[src/rtl/sfs_pkg.sv]
// Shared types, codes and defaults of the sprite frame sequencer.
package sfs_pkg;

  localparam int DEF_MAX_COLUMNS = 64;
  localparam int DEF_MAX_ROWS    = 64;
  localparam int DEF_ACC_BITS    = 24;

  localparam int POS_W  = 12;
  localparam int ADDR_W = 5;
  localparam int DATA_W = 32;

  // action codes
  localparam logic [2:0] ACT_TICK   = 3'd0;
  localparam logic [2:0] ACT_START  = 3'd1;
  localparam logic [2:0] ACT_STOP   = 3'd2;
  localparam logic [2:0] ACT_PAUSE  = 3'd3;
  localparam logic [2:0] ACT_RESUME = 3'd4;

  // play modes
  localparam logic [2:0] MODE_FWD_ONCE   = 3'd0;
  localparam logic [2:0] MODE_FWD_LOOP   = 3'd1;
  localparam logic [2:0] MODE_REV_ONCE   = 3'd2;
  localparam logic [2:0] MODE_REV_LOOP   = 3'd3;
  localparam logic [2:0] MODE_RANGE_ONCE = 3'd4;
  localparam logic [2:0] MODE_RANGE_LOOP = 3'd5;

  // register indexes
  localparam logic [2:0] REG_FRAME_WIDTH   = 3'd0;
  localparam logic [2:0] REG_FRAME_HEIGHT  = 3'd1;
  localparam logic [2:0] REG_SHEET_COLUMNS = 3'd2;
  localparam logic [2:0] REG_SHEET_ROWS    = 3'd3;
  localparam logic [2:0] REG_PLAY_MODE     = 3'd4;
  localparam logic [2:0] REG_RANGE_START   = 3'd5;
  localparam logic [2:0] REG_RANGE_END     = 3'd6;
  localparam logic [2:0] REG_FRAME_PERIOD  = 3'd7;

  // register reset values
  localparam logic [9:0]  RST_FRAME_WIDTH   = 10'd1;
  localparam logic [9:0]  RST_FRAME_HEIGHT  = 10'd1;
  localparam logic [6:0]  RST_SHEET_COLUMNS = 7'd1;
  localparam logic [6:0]  RST_SHEET_ROWS    = 7'd1;
  localparam logic [2:0]  RST_PLAY_MODE     = MODE_FWD_LOOP;
  localparam logic [11:0] RST_RANGE_START   = 12'd0;
  localparam logic [12:0] RST_RANGE_END     = 13'd0;
  localparam logic [19:0] RST_FRAME_PERIOD  = 20'd33333;

  typedef struct packed {
    logic [2:0]  action;
    logic [19:0] elapsed_time;
  } in_word_t;

  typedef struct packed {
    logic [11:0] frame_index;
    logic [15:0] frame_x;
    logic [15:0] frame_y;
    logic        is_playing;
    logic        is_done;
  } out_word_t;

endpackage

[src/rtl/sprite_frame_sequencer_core.sv]
// Sprite sheet frame sequencer: play state, timing and frame position lookup.
//
// Usage:
//  - Input channel (in_valid / in_stall / in_data): one word per action
//    (tick, start, stop, pause, resume); a tick carries elapsed microseconds.
//  - Output channel (out_valid / out_stall / out_data): exactly one word per
//    input word, giving frame index, pixel x/y, playing and done flags.
//  - APB port (psel .. pready): eight 32-bit registers at byte address 4*i; the user
//    must write them only while the block is idle (unenforced). pready is tied high.
//  - A word passes the states frame count, clamp, length, action, then, for a tick
//    while playing a non-empty list, accumulate and advance, then entry, map, divide,
//    x multiply, y multiply and output. One word is in flight at a time. The work is
//    set by the restoring divider that splits the NW-bit frame index into row and
//    column, one quotient bit per cycle (NW = column bits + row bits, 14 at default
//    sizes), and by the one multiplier shared for frame count, x and y.
//  - Reset (rst_n low, synchronous) restores register defaults and clears
//    position, accumulator and flags; no clearing pass is needed.
//  - A stalled result holds in the output register; the next word is taken
//    meanwhile and its result waits in the final state until the slot frees.
module sprite_frame_sequencer_core #(
  parameter int MAX_COLUMNS = sfs_pkg::DEF_MAX_COLUMNS,
  parameter int MAX_ROWS    = sfs_pkg::DEF_MAX_ROWS,
  parameter int ACC_BITS    = sfs_pkg::DEF_ACC_BITS
) (
  input  logic                        clk,
  input  logic                        rst_n,
  // input channel
  input  logic                        in_valid,
  output logic                        in_stall,
  input  sfs_pkg::in_word_t           in_data,
  // result channel
  output logic                        out_valid,
  input  logic                        out_stall,
  output sfs_pkg::out_word_t          out_data,
  // configuration port
  input  logic                        psel,
  input  logic                        penable,
  input  logic                        pwrite,
  input  logic [sfs_pkg::ADDR_W-1:0]  paddr,
  input  logic [sfs_pkg::DATA_W-1:0]  pwdata,
  output logic [sfs_pkg::DATA_W-1:0]  prdata,
  output logic                        pready
);

  // register fields are 7 bits wide (at most 127), so the caps never exceed that
  localparam int COL_CAP = (MAX_COLUMNS < 127) ? MAX_COLUMNS : 127;
  localparam int ROW_CAP = (MAX_ROWS < 127) ? MAX_ROWS : 127;
  localparam int CW      = $clog2(COL_CAP + 1);
  localparam int RW      = $clog2(ROW_CAP + 1);
  localparam int NW      = CW + RW;
  localparam int PW      = sfs_pkg::POS_W;
  localparam int LW      = ((NW > PW) ? NW : PW) + 1;
  localparam int MW      = NW + 10;
  localparam int XW      = (MW > 16) ? MW : 16;
  localparam int CNTW    = $clog2(NW);

  typedef enum logic [3:0] {
    S_IDLE,
    S_NCNT,
    S_CLAMP,
    S_LEN,
    S_ACT,
    S_ACC,
    S_ADV,
    S_ENTRY,
    S_MAP,
    S_DIV,
    S_MULX,
    S_MULY,
    S_OUT
  } state_t;

  // configuration registers
  logic [9:0]  frame_width_r;
  logic [9:0]  frame_height_r;
  logic [6:0]  sheet_columns_r;
  logic [6:0]  sheet_rows_r;
  logic [2:0]  play_mode_r;
  logic [11:0] range_start_r;
  logic [12:0] range_end_r;
  logic [19:0] frame_period_r;

  logic cfg_wr;
  assign cfg_wr = psel && penable && pwrite;
  assign pready = 1'b1;

  always_ff @(posedge clk) begin
    if (!rst_n) begin
      frame_width_r   <= sfs_pkg::RST_FRAME_WIDTH;
      frame_height_r  <= sfs_pkg::RST_FRAME_HEIGHT;
      sheet_columns_r <= sfs_pkg::RST_SHEET_COLUMNS;
      sheet_rows_r    <= sfs_pkg::RST_SHEET_ROWS;
      play_mode_r     <= sfs_pkg::RST_PLAY_MODE;
      range_start_r   <= sfs_pkg::RST_RANGE_START;
      range_end_r     <= sfs_pkg::RST_RANGE_END;
      frame_period_r  <= sfs_pkg::RST_FRAME_PERIOD;
    end else if (cfg_wr) begin
      unique case (paddr[4:2])
        sfs_pkg::REG_FRAME_WIDTH:   frame_width_r   <= pwdata[9:0];
        sfs_pkg::REG_FRAME_HEIGHT:  frame_height_r  <= pwdata[9:0];
        sfs_pkg::REG_SHEET_COLUMNS: sheet_columns_r <= pwdata[6:0];
        sfs_pkg::REG_SHEET_ROWS:    sheet_rows_r    <= pwdata[6:0];
        sfs_pkg::REG_PLAY_MODE:     play_mode_r     <= pwdata[2:0];
        sfs_pkg::REG_RANGE_START:   range_start_r   <= pwdata[11:0];
        sfs_pkg::REG_RANGE_END:     range_end_r     <= pwdata[12:0];
        sfs_pkg::REG_FRAME_PERIOD:  frame_period_r  <= pwdata[19:0];
        default: ;
      endcase
    end
  end

  always_comb begin
    unique case (paddr[4:2])
      sfs_pkg::REG_FRAME_WIDTH:   prdata = 32'(frame_width_r);
      sfs_pkg::REG_FRAME_HEIGHT:  prdata = 32'(frame_height_r);
      sfs_pkg::REG_SHEET_COLUMNS: prdata = 32'(sheet_columns_r);
      sfs_pkg::REG_SHEET_ROWS:    prdata = 32'(sheet_rows_r);
      sfs_pkg::REG_PLAY_MODE:     prdata = 32'(play_mode_r);
      sfs_pkg::REG_RANGE_START:   prdata = 32'(range_start_r);
      sfs_pkg::REG_RANGE_END:     prdata = 32'(range_end_r);
      sfs_pkg::REG_FRAME_PERIOD:  prdata = 32'(frame_period_r);
      default:                    prdata = '0;
    endcase
  end

  // sequencer state and play state
  state_t              state_r, state_nxt;
  logic [PW-1:0]       pos_r, pos_nxt;
  logic [ACC_BITS-1:0] acc_r, acc_nxt;
  logic                playing_r, playing_nxt;
  logic                done_r, done_nxt;
  logic                out_valid_r, out_valid_nxt;
  logic [CNTW-1:0]     cnt_r, cnt_nxt;

  // per-word working registers (no reset)
  sfs_pkg::in_word_t   word_r, word_nxt;
  sfs_pkg::out_word_t  out_data_r, out_data_nxt;
  logic [2:0]          mode_r, mode_nxt;
  logic [CW-1:0]       cols_r, cols_nxt;
  logic [NW-1:0]       n_r, n_nxt;
  logic [NW-1:0]       s_r, s_nxt;
  logic [NW-1:0]       e_r, e_nxt;
  logic [NW-1:0]       len_r, len_nxt;
  logic [NW-1:0]       ns_r, ns_nxt;
  logic                sle_r, sle_nxt;
  logic [NW-1:0]       pc_r, pc_nxt;
  logic [PW-1:0]       idx_r, idx_nxt;
  logic [NW-1:0]       q_r, q_nxt;
  logic [CW-1:0]       rem_r, rem_nxt;
  logic [15:0]         x_r, x_nxt;
  logic [15:0]         y_r, y_nxt;

  // shared multiplier
  logic [NW-1:0] mul_a;
  logic [9:0]    mul_b;
  logic [MW-1:0] mul_p;
  logic [XW-1:0] mul_px;
  assign mul_p  = MW'(mul_a) * MW'(mul_b);
  assign mul_px = XW'(mul_p);

  // effective sheet size
  logic [CW-1:0] cols_eff;
  logic [RW-1:0] rows_eff;
  always_comb begin
    if (sheet_columns_r == 7'd0) begin
      cols_eff = CW'(1);
    end else if (int'(sheet_columns_r) > COL_CAP) begin
      cols_eff = CW'(COL_CAP);
    end else begin
      cols_eff = CW'(sheet_columns_r);
    end
    if (sheet_rows_r == 7'd0) begin
      rows_eff = RW'(1);
    end else if (int'(sheet_rows_r) > ROW_CAP) begin
      rows_eff = RW'(ROW_CAP);
    end else begin
      rows_eff = RW'(sheet_rows_r);
    end
  end

  // divider step: one quotient bit per cycle
  logic [CW:0] div_trial;
  logic        div_ge;
  assign div_trial = {rem_r, q_r[NW-1]};
  assign div_ge    = div_trial >= {1'b0, cols_r};

  // wide helpers for the compare and subtract chains
  logic [LW-1:0]       pos_inc;
  logic [LW-1:0]       len_m1;
  logic [LW-1:0]       map_val;
  logic [ACC_BITS:0]   acc_sum;
  logic [ACC_BITS-1:0] period_eff;
  assign pos_inc    = LW'(pos_r) + LW'(1);
  assign len_m1     = LW'(len_r) - LW'(1);
  assign acc_sum    = (ACC_BITS+1)'(acc_r) + (ACC_BITS+1)'(word_r.elapsed_time);
  assign period_eff = (frame_period_r == 20'd0) ? ACC_BITS'(1) : ACC_BITS'(frame_period_r);

  always_comb begin
    if (len_r == '0) begin
      map_val = '0;
    end else if (mode_r < sfs_pkg::MODE_REV_ONCE) begin
      map_val = LW'(pc_r);
    end else if (mode_r < sfs_pkg::MODE_RANGE_ONCE) begin
      map_val = LW'(n_r) - LW'(1) - LW'(pc_r);
    end else if (sle_r || (pc_r < ns_r)) begin
      map_val = LW'(s_r) + LW'(pc_r);
    end else begin
      map_val = LW'(pc_r) - LW'(ns_r);
    end
  end

  assign in_stall  = (state_r != S_IDLE);
  assign out_valid = out_valid_r;
  assign out_data  = out_data_r;

  always_comb begin
    state_nxt     = state_r;
    pos_nxt       = pos_r;
    acc_nxt       = acc_r;
    playing_nxt   = playing_r;
    done_nxt      = done_r;
    out_valid_nxt = out_valid_r;
    cnt_nxt       = cnt_r;
    word_nxt      = word_r;
    out_data_nxt  = out_data_r;
    mode_nxt      = mode_r;
    cols_nxt      = cols_r;
    n_nxt         = n_r;
    s_nxt         = s_r;
    e_nxt         = e_r;
    len_nxt       = len_r;
    ns_nxt        = ns_r;
    sle_nxt       = sle_r;
    pc_nxt        = pc_r;
    idx_nxt       = idx_r;
    q_nxt         = q_r;
    rem_nxt       = rem_r;
    x_nxt         = x_r;
    y_nxt         = y_r;
    mul_a         = '0;
    mul_b         = '0;

    // drop the result once taken
    if (out_valid_r && !out_stall) begin
      out_valid_nxt = 1'b0;
    end

    unique case (state_r)
      S_IDLE: begin
        if (in_valid) begin
          word_nxt  = in_data;
          state_nxt = S_NCNT;
        end
      end
      S_NCNT: begin
        // frame count through the shared multiplier
        mul_a     = NW'(cols_eff);
        mul_b     = 10'(rows_eff);
        n_nxt     = mul_p[NW-1:0];
        cols_nxt  = cols_eff;
        mode_nxt  = (play_mode_r > sfs_pkg::MODE_RANGE_LOOP) ? sfs_pkg::MODE_RANGE_LOOP
                                                            : play_mode_r;
        state_nxt = S_CLAMP;
      end
      S_CLAMP: begin
        s_nxt     = (LW'(range_start_r) > LW'(n_r)) ? n_r : NW'(range_start_r);
        e_nxt     = (LW'(range_end_r) > LW'(n_r)) ? n_r : NW'(range_end_r);
        state_nxt = S_LEN;
      end
      S_LEN: begin
        sle_nxt = s_r < e_r;
        ns_nxt  = n_r - s_r;
        if (mode_r < sfs_pkg::MODE_RANGE_ONCE) begin
          len_nxt = n_r;
        end else if (s_r == e_r) begin
          len_nxt = '0;
        end else if (s_r < e_r) begin
          len_nxt = e_r - s_r;
        end else begin
          len_nxt = n_r - s_r + e_r;
        end
        state_nxt = S_ACT;
      end
      S_ACT: begin
        state_nxt = S_ENTRY;
        unique case (word_r.action)
          sfs_pkg::ACT_TICK: begin
            if (playing_r) begin
              if (len_r == '0) begin
                // empty list: behave as stop
                playing_nxt = 1'b0;
                pos_nxt     = '0;
              end else begin
                state_nxt = S_ACC;
              end
            end
          end
          sfs_pkg::ACT_START: begin
            if (len_r != '0) begin
              playing_nxt = 1'b1;
              done_nxt    = 1'b0;
              pos_nxt     = '0;
            end
          end
          sfs_pkg::ACT_STOP: begin
            playing_nxt = 1'b0;
            pos_nxt     = '0;
          end
          sfs_pkg::ACT_PAUSE:  playing_nxt = 1'b0;
          sfs_pkg::ACT_RESUME: playing_nxt = 1'b1;
          default: ;
        endcase
      end
      S_ACC: begin
        // saturate at the accumulator maximum
        acc_nxt   = acc_sum[ACC_BITS] ? '1 : acc_sum[ACC_BITS-1:0];
        state_nxt = S_ADV;
      end
      S_ADV: begin
        if (acc_r >= period_eff) begin
          acc_nxt = acc_r - period_eff;
          if (pos_inc >= LW'(len_r)) begin
            if (mode_r[0]) begin
              pos_nxt = '0;
            end else begin
              pos_nxt     = len_m1[PW-1:0];
              playing_nxt = 1'b0;
              done_nxt    = 1'b1;
            end
          end else begin
            pos_nxt = pos_inc[PW-1:0];
          end
        end
        state_nxt = S_ENTRY;
      end
      S_ENTRY: begin
        // hold the last entry when the position ran past the list
        if (LW'(pos_r) >= LW'(len_r)) begin
          pc_nxt = len_m1[NW-1:0];
        end else begin
          pc_nxt = NW'(pos_r);
        end
        state_nxt = S_MAP;
      end
      S_MAP: begin
        idx_nxt   = map_val[PW-1:0];
        q_nxt     = map_val[NW-1:0];
        rem_nxt   = '0;
        cnt_nxt   = '0;
        state_nxt = S_DIV;
      end
      S_DIV: begin
        rem_nxt = div_ge ? CW'(div_trial - {1'b0, cols_r}) : div_trial[CW-1:0];
        q_nxt   = {q_r[NW-2:0], div_ge};
        cnt_nxt = cnt_r + CNTW'(1);
        if (cnt_r == CNTW'(NW - 1)) begin
          state_nxt = S_MULX;
        end
      end
      S_MULX: begin
        mul_a     = NW'(rem_r);
        mul_b     = frame_width_r;
        x_nxt     = mul_px[15:0];
        state_nxt = S_MULY;
      end
      S_MULY: begin
        mul_a     = q_r;
        mul_b     = frame_height_r;
        y_nxt     = mul_px[15:0];
        state_nxt = S_OUT;
      end
      S_OUT: begin
        // wait for the output slot to free
        if (!out_valid_r || !out_stall) begin
          out_data_nxt.frame_index = idx_r;
          out_data_nxt.frame_x     = x_r;
          out_data_nxt.frame_y     = y_r;
          out_data_nxt.is_playing  = playing_r;
          out_data_nxt.is_done     = done_r;
          out_valid_nxt            = 1'b1;
          state_nxt                = S_IDLE;
        end
      end
      default: state_nxt = S_IDLE;
    endcase
  end

  always_ff @(posedge clk) begin
    if (!rst_n) begin
      state_r     <= S_IDLE;
      pos_r       <= '0;
      acc_r       <= '0;
      playing_r   <= 1'b0;
      done_r      <= 1'b0;
      out_valid_r <= 1'b0;
      cnt_r       <= '0;
    end else begin
      state_r     <= state_nxt;
      pos_r       <= pos_nxt;
      acc_r       <= acc_nxt;
      playing_r   <= playing_nxt;
      done_r      <= done_nxt;
      out_valid_r <= out_valid_nxt;
      cnt_r       <= cnt_nxt;
    end
    word_r     <= word_nxt;
    out_data_r <= out_data_nxt;
    mode_r     <= mode_nxt;
    cols_r     <= cols_nxt;
    n_r        <= n_nxt;
    s_r        <= s_nxt;
    e_r        <= e_nxt;
    len_r      <= len_nxt;
    ns_r       <= ns_nxt;
    sle_r      <= sle_nxt;
    pc_r       <= pc_nxt;
    idx_r      <= idx_nxt;
    q_r        <= q_nxt;
    rem_r      <= rem_nxt;
    x_r        <= x_nxt;
    y_r        <= y_nxt;
  end

`ifndef ASSERT_OFF
  // an accepted word always starts the sequencer
  a_accept_starts: assert property (@(posedge clk) disable iff (!rst_n)
    (in_valid && !in_stall) |=> (state_r == S_NCNT))
    else $error("accepted word did not start the sequencer");

  // a new result appears only from the final state
  a_result_from_out: assert property (@(posedge clk) disable iff (!rst_n)
    $rose(out_valid_r) |-> $past(state_r == S_OUT))
    else $error("result raised outside the final state");

  // the partial remainder stays below the column count while dividing
  a_rem_bound: assert property (@(posedge clk) disable iff (!rst_n)
    (state_r == S_DIV) |-> (rem_r < cols_r))
    else $error("divider remainder out of range");
`endif

endmodule
[config.mk]
export PLATFORM = sky130hd
export DESIGN_NAME = sprite_frame_sequencer_core
export DESIGN_NICKNAME = d
export VERILOG_FILES = /design/src/rtl/sfs_pkg.sv /design/src/rtl/sprite_frame_sequencer_core.sv
export SDC_FILE = /design/constraint.sdc
export NUM_CORES = 1
export LEC_CHECK = 0
export BUFFER_PORTS_ARGS = -buffer_cell sky130_fd_sc_hd__buf_4
export CORE_MARGIN = 4
export CORE_UTILIZATION = 54
export DETAILED_ROUTE_END_ITERATION = 12
export PLACE_DENSITY = 0.83
export SLEW_MARGIN = 10
export SYNTH_ARGS = -nofsm -noshare
export SYNTH_HDL_FRONTEND = slang
export SYNTH_SLANG_ARGS = --single-unit
[constraint.sdc]
create_clock -name clk -period 13.66 [get_ports clk]
set_input_delay 2.049 -clock clk [delete_from_list [all_inputs] [get_ports clk]]
set_output_delay 2.049 -clock clk [all_outputs]
set_load 0.02 [all_outputs]
==> After elaboration in Yosys (flattened, before gate mapping) <==
Cells that the tools add are included.
Widths: inputs -> output; s select.
{ "word_totals": {"reg_bits": 358, "input_bits": 67, "output_inout_bits": 81, "elab_cells": 196} }
{ "classes": {"addsub": 13, "multipliers": 1, "order_cmp": 13, "n_eq_ne": 38, "muxes": 57, "reduce_logical": 35} }
{ "op_table": {"columns": ["operator", "n"], "rows": [
  ["$pmux 32 s8", 1],
  ["$mux 14", 7],
  ["$mux 12", 8],
  ["$sub 14x14->14", 4],
  ["$pmux 4 s13", 1],
  ["$mux 24", 2],
  ["$pmux 24 s2", 1],
  ["$pmux 14 s3", 1],
  ["$pmux 12 s3", 1],
  ["$mux 7", 5],
  ["$pmux 10 s3", 1],
  ["$add 14x14->14", 2],
  ["$lt 14x14->1", 2],
  ["$pmux 14 s2", 1],
  ["$sub 14x1->14 const B", 2],
  ["$add 24x20->25", 1],
  ["$eq 4x4->1 const B", 6],
  ["$ge 24x20->1", 1],
  ["$pmux 12 s2", 1],
  ["$sub 24x20->24", 1],
  ["$reduce_and 2->1", 11],
  ["$logic_not 20->1", 1],
  ["$mux 20", 1],
  ["$reduce_and 6->1", 3],
  ["44 further kinds", 92]
]} }

==> Longest topological paths before layout <==
Gate-level depths: netlist (run 1).
{ "logic_depth": {"ltp_word": 7, "ltp_mapped": 26, "ltp_nobuf": 22} }

==> Worst setup path after synthesis (run 1) <==
No wires, ideal clock.
{ "synth_path": {"kind": "register -> register", "start": "reg state_r[2]", "end": "reg x_r[15], data pin", "setup_time_ns": 0.264, "t_arrival_ns": 6.183, "required_time_ns": 13.396, "setup_slack_ns": 7.212, "path_stages_with_launch": 23, "path_buffers": 3, "synth_period_minus_slack_ns": 6.448, "cell_sequence": "dfxtp_1 buf_6 nor4b_4 and2b_1 buf_6 a21o_2 clkbuf_1 nand2_1 fa_1 inv_1 fa_1 fa_1 fa_1 inv_1 fa_1 inv_1 ha_1 nand3_1 a21oi_1 nor2_1 a211oi_1 a31o_2 xnor2_1"} }
{ "synth_between": {"elab_chain_cells": 3, "elab_cells_between_ends": 6, "cone_classes": "1 x mul; 3 x eq/ne; 2 x mux"} }
{ "synth_rtl": {"columns": ["element", "line", "text"], "rows": [
  ["from (decl)", "sprite_frame_sequencer_core.sv:127", "state_t state_r, state_nxt;"],
  ["from (signal assigned)", "sprite_frame_sequencer_core.sv:398", "state_r <= state_nxt;"],
  ["$eq 4x4->1 or $eq 4x1->1 (tied branches)", "sprite_frame_sequencer_core.sv:248", "unique case (state_r)"],
  ["$pmux 14 s3 or $pmux 10 s3 (tied branches)", "sprite_frame_sequencer_core.sv:248", null],
  ["$mul 14x10->16 *", "sprite_frame_sequencer_core.sv:158", "assign mul_p = MW'(mul_a) * MW'(mul_b);"],
  ["net mul_p[15]", "sprite_frame_sequencer_core.sv:156", "logic [MW-1:0] mul_p;"],
  ["to (signal assigned)", "sprite_frame_sequencer_core.sv:420", "x_r <= x_nxt;"],
  ["to (decl)", "sprite_frame_sequencer_core.sv:150", "logic [15:0] x_r, x_nxt;"]
]} }
Mark *: on every way through the listed nets, which the timed path passes. The rest lies on a longest branch.
A chain may end at the register's enable or synchronous reset.

==> Worst setup path in the final report (run 1) <==
{ "layout_path": {"start": "reg state_r[2]", "end": "reg y_r[15], data pin"} }
{ "layout_between": {"elab_chain_cells": 3, "elab_cells_between_ends": 6, "cone_classes": "1 x mul; 3 x eq/ne; 2 x mux"} }
{ "layout_rtl": {"columns": ["element", "line", "text"], "rows": [
  ["$eq 4x4->1 or $eq 4x1->1 (tied branches)", "sprite_frame_sequencer_core.sv:248", null],
  ["$pmux 14 s3 or $pmux 10 s3 (tied branches)", "sprite_frame_sequencer_core.sv:248", null],
  ["$mul 14x10->16 *", "sprite_frame_sequencer_core.sv:158", null],
  ["net mul_p[15]", "sprite_frame_sequencer_core.sv:156", null],
  ["to (signal assigned)", "sprite_frame_sequencer_core.sv:421", "y_r <= y_nxt;"],
  ["to (decl)", "sprite_frame_sequencer_core.sv:151", "logic [15:0] y_r, y_nxt;"]
]} }
Marks and branches as above.

==> results.md, run 1 <==
Setup path:
- The data arrival time at the worst-slack endpoint is approximately 7500 ps.
- The worst setup path is of the reg -> reg kind.
- In this run the worst path has a maximum fanout of 49.
- The critical path required time is 13960 ps.
- STA classifies the critical path endpoint as a flip-flop.
- The cell count of the worst reg-to-reg path is 20.
- The nature of the critical path startpoint is a flip-flop.

Synthesis:
- Synthesis handed over a netlist of approximately 2700 instances.
- By instance count, the leading cell after synthesis is sky130_fd_sc_hd__nand2_1.
- The summed instance area of the synthesized netlist is 25720 µm².
- The biggest area contributor in the post-synthesis netlist is sky130_fd_sc_hd__edfxtp_1.
- The async set-reset flop share out of synthesis is 0%.
- In the synthesized netlist the dominant register cell turns out to be sky130_fd_sc_hd__edfxtp_1.
- The share of the synthesized area in the top cell type is 26.74%.
- After synthesis, the mean cell area works out to ~9.4 µm².
- In the synthesized netlist, the cells that appear most often are sky130_fd_sc_hd__nand2_1, sky130_fd_sc_hd__nor2_1, sky130_fd_sc_hd__edfxtp_1, sky130_fd_sc_hd__inv_1, sky130_fd_sc_hd__ha_1.
- Counting flops and latches in the post-synthesis netlist gives 358.
- The total of warnings raised by yosys is 0.
- The count of unique library cells instantiated by Yosys is 99.
- Ranked by total cell area, the synthesized netlist is headed by sky130_fd_sc_hd__edfxtp_1, sky130_fd_sc_hd__ha_1, sky130_fd_sc_hd__dfxtp_1, sky130_fd_sc_hd__fa_1, sky130_fd_sc_hd__nand2_1.
- Of the synthesized area, sequential elements account for 36.78%.
- Yosys mapped a number of flops with a built-in enable equal to around 230.

Min path:
- The class of the most critical hold timing path is reg -> reg.
- The cell depth of the worst min-delay path is 0.

Layout:
- The area growth from synthesis to layout is 10.15%.
- The post-route netlist has 10.42% of its cells at a drive strength greater than 1.
- For this run, the post-layout net count is 3158.
- The finished cells cover 28330 µm².
- The number of fill cells in the layout is 3864.

Detailed routing:
- The detail route stage leaves a number of antenna-violating nets equal to 0.
- After detailed routing, the number of vias per cell comes to between 6 and 7.
- The first-iteration detailed-routing DRC count is between 2000 and 2500.
- After detailed routing, the number of remaining DRC violations is 0.
- The wire length per cell after detailed routing is 20.28 µm.
- The pre-antenna-repair detailed-routing pass consisted of 5 iterations.
- The routed layout has 21210 vias.
- Wires add up to 69740 µm.

STA:
- The post-layout minimum cycle time is 7230 ps.
- Setup violations remaining at the end of the flow were counted as 0.
- Between clock sinks in the finished design, the worst skew comes to 25.08 ps.
- The count of final max-slew check failures was 0.
- The tightest slew margin relative to the limit is 22.28%.
- The total negative slack for setup checks is 0 ps.
- After layout, the worst setup slack is 6430 ps.
- The top achievable clock speed is 0.1383 GHz.
- For the pin with the worst max-slew slack, the measured transition is around 1200 ps.
- The number of failing hold endpoints at the final stage is 0.
- Hold timing on the final database bottoms out at a slack of 414.5 ps.
- Setup repair after global routing left no endpoint under its margin.
- The post-route fraction of the period consumed by the critical path is 52.93%.

Power and ir drop:
- The sequential power share is 41.1%.
- The leakage component of the power is 11.58 nW.
- The worst supply voltage drop on vdd is 0.0001381 V.
- The power density of the placed cells is between 100 and 150 nW/µm².
- The part of the total power dissipated in the clock network is between 30% and 40%.
- Combinational logic burns a little over a quarter of the power.
- The internal portion of the total power is 2.195 mW.
- The net switching power of the design is approximately 1.1 mW.
- Net switching is roughly a third of the power.

Clocking:
- The total of cells resized after clock tree synthesis is 0.
- The root cell of the clock tree is sky130_fd_sc_hd__clkbuf_16.
- The number of CTS-inserted buffers is 40.
- Buffers inserted to repair hold after CTS numbered 0.
- The number of levels in the clock H-tree is 2.
- The deepest clock path buffer count is 3.
- For the worst-skew pair, the clock arrives at the later sink with an insertion delay of roughly 580 ps.
- The CTS tree is yes.
- The CTS clock-pin slew for the worst setup and hold paths is 60 ps.
- The setup fix buffers added after clock tree synthesis is 0.
- The clock sink total is roughly 360.

Die:
- In this run the vertical extent of the chip is ~230 µm.
- The die covers just over 50000 µm².
- The core outline area is roughly 47000 µm².
- The cell row count is 79.
- The number of placed I/O pins is 148.
- The horizontal die dimension is 226.2 µm.
- Once the floorplan was initialized, standard cells occupied 54.90% of the core.

Place:
- The total of buffers placed on input and output ports is between 100 and 150.
- The post-placement worst setup slack is 6607 ps.
- The wire-length estimate of the detail-placed layout is approximately 53000 µm.
- The congestion estimate from routability-driven global placement came to about 0.95.
- The placed instances occupy a cell area of 27090 µm².

Global route:
- The global-route wire length before repair is 110200 µm.
- The via count of the first global-routing pass is 20630.
- The number of antenna violations at the first check in global routing is 1.
- Entering global routing, the biggest net connects 101 pins.
- The total global routing track utilization is 27.00%.
- For this run the aggregate overflow at the end of global routing stands at 0.

Run:
- The reported max-cap violation count is 0.

Outcome:
- The run finished with clean final reports.
[area by class of cell]
cell class	instances	area (µm²)	share of cell area [%]
multi-input cells	2031	14940	52.75
flip-flops and latches	358	9459	33.39
clock buffers	55	1074	3.789
repair buffers	143	1074	3.789
inverters	227	852.1	3.008
well taps	607	759.5	2.681
clock inverters	16	163.9	0.5786
diodes	2	5.005	0.01767
[worst paths after layout]
check,startpoint,end,slack (ps)
worst max-delay path,state_r[2],y_r[15],6430
worst max register to register,state_r[2],y_r[15],6430
worst min register to register,y_r[7],out_data[9],410
worst min-delay path,y_r[7],out_data[9],410
[kinds of logic (layout without fill, tap and decap cells)]
kind of cell    Yosys count  count (layout)  synth area share [%]
buf+inv                 351             441                 5.453
simple gates            881             881                 16.16
compound gates          609             609                 16.00
other cells               2              18               0.02920
mux                      95              95                 4.320
flops                   358             358                 36.78
xor+xnor                140             140                 4.879
fa+ha+maj               290             290                 16.38
[power by group through the flow]
| stage | logic, mW | registers (mW) | clock network, mW |
|---|---|---|---|
| 6_report | 0.871 | 1.34 | 1.04 |
| 5_1_grt | 0.958 | 1.34 | 1.10 |
| 2_1_floorplan | 0.662 | 1.31 | 0 |
| 3_3_place_gp | 0.817 | 1.35 | 0 |
| 4_1_cts | 0.856 | 1.33 | 1.05 |
| 3_5_place_dp | 0.849 | 1.36 | 0 |
[layer usage]
metal  part of all wire, %  track usage (%)
met1                    40            35.46
met2                    47            44.49
met3                   9.0            5.304
met4                   4.4            10.27
met5                     0                0
[registers in the layout (all words and copies together), names as in the netlist, 7 cells and up]
| name | count |
|---|---|
| frame_width_r | 10 |
| y_r | 16 |
| word_r | 23 |
| e_r | 14 |
| pc_r | 14 |
| pos_r | 12 |
| len_r | 14 |
| sheet_rows_r | 7 |
| s_r | 14 |
| sheet_columns_r | 7 |
| rem_r | 7 |
| range_end_r | 13 |
| n_r | 14 |
| q_r | 14 |
| cols_r | 7 |
| ns_r | 14 |
| idx_r | 12 |
| acc_r | 24 |
| out_data | 46 |
| frame_height_r | 10 |
| frame_period_r | 20 |
| x_r | 16 |
| range_start_r | 12 |
[metrics by stage]
stage / std cells / utilization, % / power (mW)
2_1_floorplan: 2740 / - / 1.973
3_3_place_gp: 3366 / 57.81 / 2.171
3_5_place_dp: 3366 / 57.81 / 2.205
4_1_cts: 3437 / 60.46 / 3.245
5_1_grt: 3437 / 60.46 / 3.403
6_report: 3439 / 60.47 / 3.253
[critical path: stages, from the launching register on]
cell                       delay (ps)
sky130_fd_sc_hd__dfxtp_1          700
sky130_fd_sc_hd__and4b_2          300
sky130_fd_sc_hd__buf_4            310
sky130_fd_sc_hd__a222oi_1        1100
sky130_fd_sc_hd__nor2_1           180
sky130_fd_sc_hd__fa_1             580
sky130_fd_sc_hd__inv_1             50
sky130_fd_sc_hd__fa_1             480
sky130_fd_sc_hd__inv_1             60
sky130_fd_sc_hd__fa_1             500
sky130_fd_sc_hd__fa_1             540
sky130_fd_sc_hd__inv_1             60
sky130_fd_sc_hd__fa_1             540
sky130_fd_sc_hd__inv_1             40
sky130_fd_sc_hd__ha_1             370
sky130_fd_sc_hd__nand3_1          100
sky130_fd_sc_hd__a21oi_1          170
sky130_fd_sc_hd__nor2_1           100
sky130_fd_sc_hd__a211oi_1         420
sky130_fd_sc_hd__a31o_2           230
sky130_fd_sc_hd__xnor2_1           70
[cells in the final DEF (no fill, tap or decap), types with 28 or more instances in the layout]
cell / synthesis / routed
sky130_fd_sc_hd__a21o_1: 43 / 43
sky130_fd_sc_hd__a21oi_1: 191 / 190
sky130_fd_sc_hd__and2_1: 29 / 29
sky130_fd_sc_hd__buf_4: 14 / 143
sky130_fd_sc_hd__clkbuf_16: 0 / 40
sky130_fd_sc_hd__dfxtp_1: 129 / 129
sky130_fd_sc_hd__edfxtp_1: 229 / 229
sky130_fd_sc_hd__fa_1: 78 / 78
sky130_fd_sc_hd__ha_1: 212 / 212
sky130_fd_sc_hd__inv_1: 226 / 226
sky130_fd_sc_hd__mux2_2: 28 / 28
sky130_fd_sc_hd__mux2i_1: 57 / 57
sky130_fd_sc_hd__nand2_1: 268 / 268
sky130_fd_sc_hd__nand3_1: 68 / 68
sky130_fd_sc_hd__nor2_1: 248 / 248
sky130_fd_sc_hd__nor2b_1: 39 / 39
sky130_fd_sc_hd__nor3_1: 70 / 66
sky130_fd_sc_hd__o21ai_0: 80 / 80
sky130_fd_sc_hd__xnor2_1: 97 / 97
sky130_fd_sc_hd__xor2_1: 40 / 40
Note: power is estimated with default switching activity, not from simulation.
==> run 2, diff against run 1 <==
Clock period 13.66 ns to 7.3 ns, I/O delays scaled along.
==> run 2 against run 1 <==
Net effect: global-route usage increased by 0.43 points; worst setup slack got worse by 6000 ps; wire length increased by 1.3%; sequential power increased by 86%; die area unchanged; design area increased by 0.73%; hold slack got worse by 13 ps; clock skew increased by 14 ps; critical path type unchanged; clock-buffer cell count decreased by 5.
==> results.md, run 2 (same netlist as run 1, synthesis figures left out) <==
Setup path:
- The critical path starts at state_r[1].
- Data on the critical path is required at its endpoint by about 7600 ps.
- Counting cells, the worst reg-to-reg path comes to 18.
- The largest fanout of any net on the critical path is 25.
- Data arrives at the worst endpoint at 7130 ps.
- The end of the worst register-to-register path is x_r[15].
- The flop-to-flop setup slack is 470 ps.
- The worst register-to-register path begins at state_r[1].
- The category of the critical setup timing path is reg -> reg.
- The sort of element at the end of the critical path is a flip-flop.
- The nature of the critical path startpoint is a flip-flop.
- The worst setup path endpoint is x_r[15].

Power and ir drop:
- The worst supply voltage drop on vdd is 0.0002394 V.
- The internal power is about 4.3 mW.
- Registers are responsible for 39.6% of the overall power.
- The analysis attributes to net switching a power of 2.024 mW.
- The total power of the final layout is 6.288 mW.
- Net switching is between 30% and 40% of the power.
- The part of the total power dissipated in combinational logic is 26.2%.
- The part of the total power dissipated in the clock network is roughly 34%.
- The analysis attributes to cell leakage a power of ~12 nW.
- Power spread over the standard cell area amounts to ~220 nW/µm².

Global route:
- The first global-routing pass estimated 112400 µm of wire.
- The total overflow left after global routing is 0.
- Entering global routing, the biggest net connects 100 pins.
- The total global routing track utilization is 27.43%.
- The via count of the first global-routing pass was 20880.
- The number of antenna violations at the first check in global routing came to 0.

Layout:
- The post-route netlist has 10.88% of its cells at a drive strength greater than 1.
- Cells fill between 60% and 70% of the core in the end.
- The final antenna diode count is 0.
- The library cell used most frequently in the layout, excluding fill and tap cells, is sky130_fd_sc_hd__nand2_1.
- The net count reported at finish is roughly 3200.
- Relative to the synthesized area, the layout overhead comes to 10.96%.
- Leaving out fill and tap cells, the most frequent cells in the layout are sky130_fd_sc_hd__nand2_1, sky130_fd_sc_hd__nor2_1, sky130_fd_sc_hd__edfxtp_1, sky130_fd_sc_hd__inv_1, sky130_fd_sc_hd__ha_1.
- The register with the most flip-flops in the layout has 46 of them.
- The finished cells cover 28540 µm².

STA:
- Setup violations remaining at the end of the flow were counted as 0.
- Timing would allow up to between 0.1 and 0.15 GHz.
- The post-route fraction of the period consumed by the critical path is between 90 and 100%.
- The transition at the pin with the smallest max-transition slack is 1218 ps.
- Setup repair after global routing left no endpoint under its margin.
- The largest clock skew in the final design is 38.92 ps.
- In this run the tightest slew margin relative to its limit is 18.19%.
- The count of final max-slew check failures is 0.
- The number of failing hold endpoints at the final stage is 0.
- The total negative slack for setup checks is 0 ps.
- The post-layout minimum cycle time is 6831 ps.

Place:
- The total of buffers placed on input and output ports is 120.
- The half-perimeter wire length after detailed placement is 53770 µm.
- The placed instances occupy a cell area of about 27000 µm².
- The global placer's final weighted congestion is around 0.97.

Detailed routing:
- The final wirelength is just over 70000 µm.
- For this block, the via count after detailed routing is 21270.
- The final routed DRC violation total is 0.
- The detail route stage leaves a number of antenna-violating nets equal to 0.
- After the first detailed-routing iteration, the DRC count stood at 1903.
- In the routed layout, each cell is associated on average with a via count of 6.169.
- The number of iterations in the first detailed-routing pass is 7.
- The wire length per cell after detailed routing is ~20 µm.

Clocking:
- The number of hold buffers added after CTS was 0.
- Buffers added to address setup during post-CTS repair amount to 0.
- For the worst-skew pair, the clock arrives at the later sink with an insertion delay of 590 ps.
- Buffers inserted during clock tree synthesis total slightly above 40.
- The CTS tree is yes.
- The root cell of the clock tree is sky130_fd_sc_hd__clkbuf_16.
- In this run the number of H-tree levels came out at 2.
- The CTS clock-pin slew for the worst setup and hold paths is 60 ps.
- The total of cells resized after clock tree synthesis is 0.
- The clock passes through at most 3 buffers.
- The clock net in this run drives a total of 358 sinks.

Die:
- In this run the core area contains 79 standard-cell rows.
- The die is 226.2 µm wide.
- In this run the count of I/O pins placed on the die edge is 148.
- The die outline area is 51180 µm².
- The starting utilization of the core area is 54.90%.
- The die is 226.2 µm tall.
- In this run the standard cell core region covers 46850 µm².

Run:
- The reported max-cap violation count is 0.

Outcome:
- The flow ran to the end, and the final reports show no timing, DRC or antenna violations.

Min path:
- The class of the most critical hold timing path is reg -> reg.
run 2: cell count changes in the layout (fill, tap and decap cells not counted), moves of 3 or more:
cell                         previous run  this run
sky130_fd_sc_hd__buf_4                143       149
sky130_fd_sc_hd__clkbuf_1              11         5
sky130_fd_sc_hd__clkinvlp_4             2         5
sky130_fd_sc_hd__clkbuf_16             40        44
sky130_fd_sc_hd__clkinv_1               2         5
run 2: per-layer routing:
layer | share of wire (%) | global-route usage, % | vias up
li1 | - | - | 9918
met1 | 40 | 36.53 | 10200
met2 | 47 | 44.51 | 958
met3 | 8.8 | 4.745 | 195
met4 | 4.4 | 11.59 | 0
met5 | 0 | 0 | -
run 2: cell type report:
cell class | count | area [µm²]
fillers | 3852 | 18320
multi-input cells | 2031 | 14940
flip-flops and latches | 358 | 9459
clock buffers | 50 | 1134
repair buffers | 149 | 1119
inverters | 227 | 852.1
well taps | 607 | 759.5
clock inverters | 26 | 271.5
run 2: worst min path at each step:
stage	start	to	slack, ps	cells past startpoint
2_1_floorplan	y_r[8]	out_data[10]	400	0
3_3_place_gp	x_r[6]	out_data[24]	400	0
3_5_place_dp	idx_r[9]	out_data[43]	400	0
4_1_cts	x_r[11]	out_data[29]	390	0
5_1_grt	x_r[11]	out_data[29]	410	0
6_report	x_r[11]	out_data[29]	400	0
run 2: through the flow:
stage                     hold slack (ps)  std cells  setup WS [ps]
after CTS                           391.4       3448          553.1
after detailed placement            404.5       3372          599.4
after global placement              401.8       3372          736.9
after global routing                408.6       3448          206.6
after floorplan                     400.3       2740          852.5
final                               401.7       3448          469.3
run 2: worst max-delay path: stages (launching register included):
cell and delay [ps]:
sky130_fd_sc_hd__dfxtp_1 710, sky130_fd_sc_hd__and4b_2 740, sky130_fd_sc_hd__a22oi_1 370, sky130_fd_sc_hd__or2_2 390
sky130_fd_sc_hd__fa_1 520, sky130_fd_sc_hd__fa_1 560, sky130_fd_sc_hd__inv_1 60, sky130_fd_sc_hd__fa_1 500
sky130_fd_sc_hd__fa_1 540, sky130_fd_sc_hd__inv_1 50, sky130_fd_sc_hd__fa_1 520, sky130_fd_sc_hd__inv_1 40
sky130_fd_sc_hd__ha_1 380, sky130_fd_sc_hd__nand3_1 130, sky130_fd_sc_hd__a21oi_1 220, sky130_fd_sc_hd__nor2_1 110
sky130_fd_sc_hd__a211oi_1 380, sky130_fd_sc_hd__a31o_2 220, sky130_fd_sc_hd__xnor2_1 70
run 2: power by group through the flow:
| stage | registers (mW) | clock network [mW] | logic [mW] |
|---|---|---|---|
| after detailed placement | 2.53 | 0 | 1.61 |
| final | 2.49 | 2.15 | 1.65 |
| after global routing | 2.50 | 2.26 | 1.82 |
| after global placement | 2.52 | 0 | 1.55 |
| after floorplan | 2.45 | 0 | 1.24 |
| after CTS | 2.48 | 2.17 | 1.62 |
